--- config.mk ---
export PLATFORM = sky130hd
export DESIGN_NAME = slcan_ascii_to_can_frame_parser_core
export DESIGN_NICKNAME = d
export VERILOG_FILES = /design/src/rtl/slcp_pkg.sv /design/src/rtl/slcp_step.sv /design/src/rtl/slcan_ascii_to_can_frame_parser_core.sv
export SDC_FILE = /design/constraint.sdc
export NUM_CORES = 1
export LEC_CHECK = 0
export BUFFER_PORTS_ARGS = -buffer_cell sky130_fd_sc_hd__buf_2
export CORE_UTILIZATION = 23
export DETAILED_ROUTE_END_ITERATION = 8
export SLEW_MARGIN = 30
export SYNTH_ARGS = -nofsm -noshare
export SYNTH_HDL_FRONTEND = slang
export SYNTH_HIERARCHICAL = 1
export SYNTH_SLANG_ARGS = --single-unit
--- constraint.sdc ---
create_clock -name clk -period 9.72 [get_ports clk]
set_clock_uncertainty 0.15 [all_clocks]
set_input_delay 1.944 -clock clk [delete_from_list [all_inputs] [get_ports clk]]
set_output_delay 1.944 -clock clk [all_outputs]
set_load 0.02 [all_outputs]
--- src/rtl/slcp_pkg.sv ---
// ----------------------------------------------------------------------------
// slcp_pkg
// Shared types, parser phase codes and character constants for the SLCAN
// command line parser.
// ----------------------------------------------------------------------------
package slcp_pkg;

  localparam logic [2:0] PH_IDLE    = 3'd0;
  localparam logic [2:0] PH_DISCARD = 3'd1;
  localparam logic [2:0] PH_ID      = 3'd2;
  localparam logic [2:0] PH_LEN     = 3'd3;
  localparam logic [2:0] PH_DATA    = 3'd4;

  localparam logic [7:0] CH_CR     = 8'h0D;
  localparam logic [7:0] CH_LOWER  = 8'h20;
  localparam logic [7:0] CH_STD    = 8'h74;  // t
  localparam logic [7:0] CH_EXT    = 8'h54;  // T
  localparam logic [7:0] CH_STDRTR = 8'h72;  // r
  localparam logic [7:0] CH_EXTRTR = 8'h52;  // R
  localparam logic [7:0] CH_ZERO   = 8'h30;
  localparam logic [7:0] CH_EIGHT  = 8'h38;

  localparam logic [3:0] STD_ID_DIGITS = 4'd3;
  localparam logic [3:0] EXT_ID_DIGITS = 4'd8;

  localparam logic [31:0] EXT_FLAG = 32'h8000_0000;
  localparam logic [31:0] RTR_FLAG = 32'h4000_0000;

  typedef struct packed {
    logic [2:0]  phase;
    logic        is_extended;
    logic        is_remote;
    logic [31:0] id_accum;
    logic [3:0]  digit_count;
    logic [3:0]  len_held;
    logic [63:0] data_accum;
    logic [4:0]  nibble_count;
  } parse_state_t;

  typedef struct packed {
    logic [31:0] id;
    logic [3:0]  len;
    logic [63:0] data;
  } frame_t;

  // bit 4 set: not a hex digit
  function automatic logic [4:0] hex_value(input logic [7:0] c);
    logic [4:0] v;
    v = 5'h10;
    if (c >= 8'h30 && c <= 8'h39) v = {1'b0, c[3:0]};
    else if ((c >= 8'h41 && c <= 8'h46) || (c >= 8'h61 && c <= 8'h66))
      v = {1'b0, c[3:0] + 4'd9};
    return v;
  endfunction

endpackage

--- src/rtl/slcp_step.sv ---
// ----------------------------------------------------------------------------
// slcp_step
// Next-state and frame logic for one received character.
// ----------------------------------------------------------------------------
module slcp_step import slcp_pkg::*; (
  input  parse_state_t st,
  input  logic [7:0]   c,
  output parse_state_t st_next,
  output logic         emit,
  output frame_t       frame
);

  function automatic parse_state_t idle_byte(input parse_state_t s, input logic [7:0] b);
    parse_state_t r;
    r = s;
    if (b == CH_CR) begin
      r.phase = PH_IDLE;
    end else if (b == CH_STD || b == CH_EXT || b == CH_STDRTR || b == CH_EXTRTR) begin
      r.is_extended  = ((b & CH_LOWER) == 8'h00);
      r.is_remote    = ((b | CH_LOWER) == CH_STDRTR);
      r.id_accum     = '0;
      r.digit_count  = '0;
      r.len_held     = '0;
      r.data_accum   = '0;
      r.nibble_count = '0;
      r.phase        = PH_ID;
    end else begin
      r.phase = PH_DISCARD;
    end
    return r;
  endfunction

  logic [4:0]   v;
  logic [3:0]   cnt_inc;
  logic [4:0]   nib_inc;
  logic [5:0]   sh;
  parse_state_t s;

  always_comb begin
    v       = hex_value(c);
    cnt_inc = st.digit_count + 4'd1;
    nib_inc = st.nibble_count + 5'd1;
    sh      = {st.nibble_count[3:1], ~st.nibble_count[0], 2'b00};
    s       = st;
    emit    = 1'b0;
    unique case (st.phase)
      PH_DISCARD: begin
        if (c == CH_CR) s.phase = PH_IDLE;
      end
      PH_ID: begin
        if (v[4]) begin
          s.phase = PH_IDLE;
        end else begin
          s.id_accum    = {st.id_accum[27:0], v[3:0]};
          s.digit_count = cnt_inc;
          if (cnt_inc >= (st.is_extended ? EXT_ID_DIGITS : STD_ID_DIGITS))
            s.phase = PH_LEN;
        end
      end
      PH_LEN: begin
        if (st.is_remote) begin
          s.len_held   = '0;
          s.data_accum = '0;
          s.phase      = PH_IDLE;
          emit         = 1'b1;
        end else if (c < CH_ZERO || c > CH_EIGHT) begin
          s.phase = PH_IDLE;
        end else begin
          s.len_held     = c[3:0];
          s.data_accum   = '0;
          s.nibble_count = '0;
          if (c[3:0] == 4'd0) begin
            s.phase = PH_IDLE;
            emit    = 1'b1;
          end else begin
            s.phase = PH_DATA;
          end
        end
      end
      PH_DATA: begin
        if (v[4] || st.nibble_count[4]) begin
          s.phase = PH_IDLE;
        end else begin
          s.data_accum   = st.data_accum | ({60'd0, v[3:0]} << sh);
          s.nibble_count = nib_inc;
          if (nib_inc >= {st.len_held, 1'b0}) begin
            s.phase = PH_IDLE;
            emit    = 1'b1;
          end
        end
      end
      default: s = idle_byte(st, c);
    endcase

    frame.id   = s.id_accum | (s.is_extended ? EXT_FLAG : 32'd0)
                            | (s.is_remote ? RTR_FLAG : 32'd0);
    frame.len  = s.len_held;
    frame.data = s.data_accum;

    // remote frame: a length byte other than '0' is taken as the first byte of the next line
    if (st.phase == PH_LEN && st.is_remote && c != CH_ZERO) s = idle_byte(s, c);
    st_next = s;
  end

endmodule

--- src/rtl/slcan_ascii_to_can_frame_parser_core.sv ---
// ----------------------------------------------------------------------------
// slcan_ascii_to_can_frame_parser_core
// SLCAN ASCII command stream to CAN frame parser.
// ----------------------------------------------------------------------------
// Takes one character per request and one request per cycle while no frame
// waits unaccepted at the output. A character is captured in an input
// register, parsed from there by the combinational step logic, and a
// completed frame lands in the output register, from which it is offered.
// While a frame waits unaccepted in the output register, parsing stops; the
// input register takes at most one more character and the input then stalls
// until the frame is taken.
module slcan_ascii_to_can_frame_parser_core import slcp_pkg::*; (
  input  logic        clk,
  input  logic        rst,
  input  logic        in_valid,
  output logic        in_ready,
  input  logic [7:0]  rx_byte,
  output logic        out_valid,
  input  logic        out_ready,
  output logic [31:0] frame_id,
  output logic [3:0]  frame_len,
  output logic [63:0] frame_data
);

  logic         in_held;
  logic [7:0]   byte_held;
  parse_state_t st;
  parse_state_t st_next;
  logic         emit;
  frame_t       frame;
  logic         proc;

  slcp_step u_step (
    .st      (st),
    .c       (byte_held),
    .st_next (st_next),
    .emit    (emit),
    .frame   (frame)
  );

  assign proc     = in_held && (!out_valid || out_ready);
  assign in_ready = !in_held || proc;

  always_ff @(posedge clk) begin
    if (rst) begin
      in_held   <= 1'b0;
      out_valid <= 1'b0;
      st        <= '0;
    end else begin
      if (in_ready) in_held <= in_valid;
      if (proc) st <= st_next;
      if (proc && emit) out_valid <= 1'b1;
      else if (out_ready) out_valid <= 1'b0;
    end
  end

  always_ff @(posedge clk) begin
    if (in_valid && in_ready) byte_held <= rx_byte;
    if (proc && emit) begin
      frame_id   <= frame.id;
      frame_len  <= frame.len;
      frame_data <= frame.data;
    end
  end

endmodule

==> results.cfg <==
[timing]
slew_violations = 0
hold_viol = 0
slew_headroom_pct = 36.4
period_minus_slack_ns = 4.60
rsz0062_at_grt = no
timing.setup.tns_ns = 0
setup_viol = 0
finalCritPeriodShare_pct = 47.3
max_slew.worst_pin.slew_ns = 0.954
fmax_mhz = 217

[global_routing]
grt_antenna_before_repair = 5
grt_pass1_vias = 7817
grt.total_usage_pct = 11.0
grt_max_degree = 125
gr-total-overflow = 0
grt_pass1_wl_microns = 44200

[floorplanning]
die-area_sq_um = 50900
start_util_pct = 23.4
num_rows = 81
io_pins = 114
core_area_sq_um = 49200
die-width_microns = 226
die_y_microns = 226

[hold_path]
holdPathEnd = st[29]
whs_path_depth = 2
min_from = st[29]
hold_path_class = reg -> reg

[placement]
portBuffers = 113
gp_congestion = 0.791
dp_hpwl_microns = 18900

[synth]
avgSynthCellArea_sq_um = 10.7
yosysWarnings = 6
async_flop_share_pct = 0
synth_fp_nets = 1106
ys_seq_area_share_pct = 48.4
synth_area_sq_um = 11500
synth_cell_type_count = 61
synth-seq-cells = 224
netlist_instances = 1080
synth-edff-count = 108
ys.flop_type = dfxtp_1

[critical_path]
endpoint_kind = output port
ff2ff_setup_slack_ns = 5.73
crit_required_ns = 7.63
rr_endpoint = frame_data[33]
r2r_start = byte_held[1]
start_kind = input port
worstPathArrival_ns = 2.50
path_class = in -> out
cp_max_fo = 5
reg2regPathDepth = 10

[clock_network]
cts.clk_slew.worst_paths_ns = 0.07
post_cts_buffers = 0
tritoncts = built
clock-sinks = 224
ctsResizeCount = 0
clock_latency_ns = 0.53
root_buffer = clkbuf_16
cts_buffer_depth = 3
cts-hold-fix-buffers = 0
numCtsBuffers = 23
htreeDepth = 1

[routing]
wire_per_inst_microns = 15.7
vias_per_cell = 4.48
dr.pass1.iters = 5
drc_errors = 0
drtIter0Drc = 541
wl_microns = 28700
via_count = 8209
antenna_left = 0

[outcome]
outcome = finished, final reports clean

[power]
p_per_area_nw_per_um2 = 146
vdd_drop_max_uv = 85.4
power_leakage_nw = 4.95
p_total_w = 0.00195

[layout]
final_common_cell = nand2b_1
drive_above_1_share_pct = 15.7
finalNetCount = 1174
area_growth_pct = 16.1
layout_common_cells = 238 x nand2b_1, 123 x a22o_1, 116 x dfxtp_1, 115 x mux2i_1, 112 x buf_2
fill_cells = 5115

[run]
max_cap_violations = 0
-- metrics by stage --
step | hold slack [ns] | std cells | area (sq um) | utilization [%] | setup slack (ns)
3_5_place_dp | 0.316 | 1787 | 12600 | 25.6 | 5.11
2_1_floorplan | 0.297 | 1080 | 11500 | - | 2.81
4_1_cts | 0.329 | 1829 | 13300 | 27.1 | 5.11
3_3_place_gp | 0.307 | 1786 | 12600 | 25.6 | 5.12
5_1_grt | 0.335 | 1829 | 13300 | 27.2 | 5.06
6_report | 0.327 | 1832 | 13400 | 27.2 | 5.12
-- cell type report --
class                   count  area [sq um]  share of cell area (%)
clock buffers              33           653                    4.89
repair buffers            125           662                    4.96
flip-flops and latches    224          5570                    41.7
clock inverters             9          86.3                   0.646
diodes                      3          7.51                  0.0562
well taps                 664           831                    6.22
inverters                   9          33.8                   0.253
multi-input cells         765          5520                    41.3
-- critical path: stages --
cell and delay, ns:
buf_2 0.11, nor2b_4 0.19, nand2_1 0.09, buf_2 0.16
-- Yosys cell counts, types with 2 or more instances --
master	count	share of area (%)
a21o_1	9	0.59
a21oi_1	41	1.8
a21oi_2	2	0.15
a22o_1	123	9.4
a31oi_1	6	0.33
a32o_1	3	0.26
a41oi_1	7	0.53
and2_1	4	0.22
and3_1	3	0.16
buf_1	5	0.16
buf_2	20	0.87
buf_4	2	0.13
buf_6	3	0.29
buf_8	6	0.78
clkbuf_1	46	1.5
dfxtp_1	116	20
edfxtp_1	108	28
ha_1	14	1.5
inv_1	9	0.29
mux2i_1	115	10
nand2_1	25	0.82
nand2b_1	238	13
nand3_1	8	0.35
nand4_1	3	0.16
nor2_1	90	2.9
nor2_2	2	0.11
nor2b_1	5	0.27
nor3_1	6	0.26
nor3_2	2	0.17
nor3b_1	4	0.26
nor4b_4	2	0.41
o21a_1	4	0.26
o21ai_0	14	0.61
o22ai_1	2	0.11
or4_1	2	0.13
xnor2_1	5	0.38
xor2_1	2	0.15
-- state kept, by name, summed over array words and instances, names as in the netlist --
register,flops
byte_held,8
frame_data,64
frame_id,32
frame_len,4
in_held,1
out_valid,1
st,114
-- where the power goes --
part           switching (W)  total [W]  internal, W
Sequential        0.00000704   0.000991     0.000984
Clock               0.000376   0.000873     0.000497
Combinational      0.0000492  0.0000846    0.0000353
Total               0.000432    0.00195      0.00152
-- logic make-up after synthesis --
logic type	after synthesis	share of synthesized area, %
DFF	224	48.4
buffers and inverters	91	4.04
muxes	116	10.1
adders and majority gates	14	1.52
AOI/OAI and AO/OA	226	15.3
xor gates and xnor gates	7	0.533
and+or+nand+nor	402	20.1
-- metal layers --
layer,wire length (microns),global-route usage (%),vias up,share of wire (%)
met1,13300,14.6,3992,46
met2,13100,17.3,154,45
met4,634,3.42,4,2.2
li1,-,-,4014,-
met5,26,0,-,0.091
met3,1730,2.71,45,6.0
-- worst max path at each step --
stage	start	to	cells after the start
3_5_place_dp	out_ready	in_ready	4
4_1_cts	out_ready	in_ready	4
3_3_place_gp	out_ready	in_ready	4
2_1_floorplan	byte_held[1]	frame_data[0]	10
5_1_grt	out_ready	in_ready	4
6_report	out_ready	in_ready	4
No activity file was read; power rests on OpenSTA's default activity.
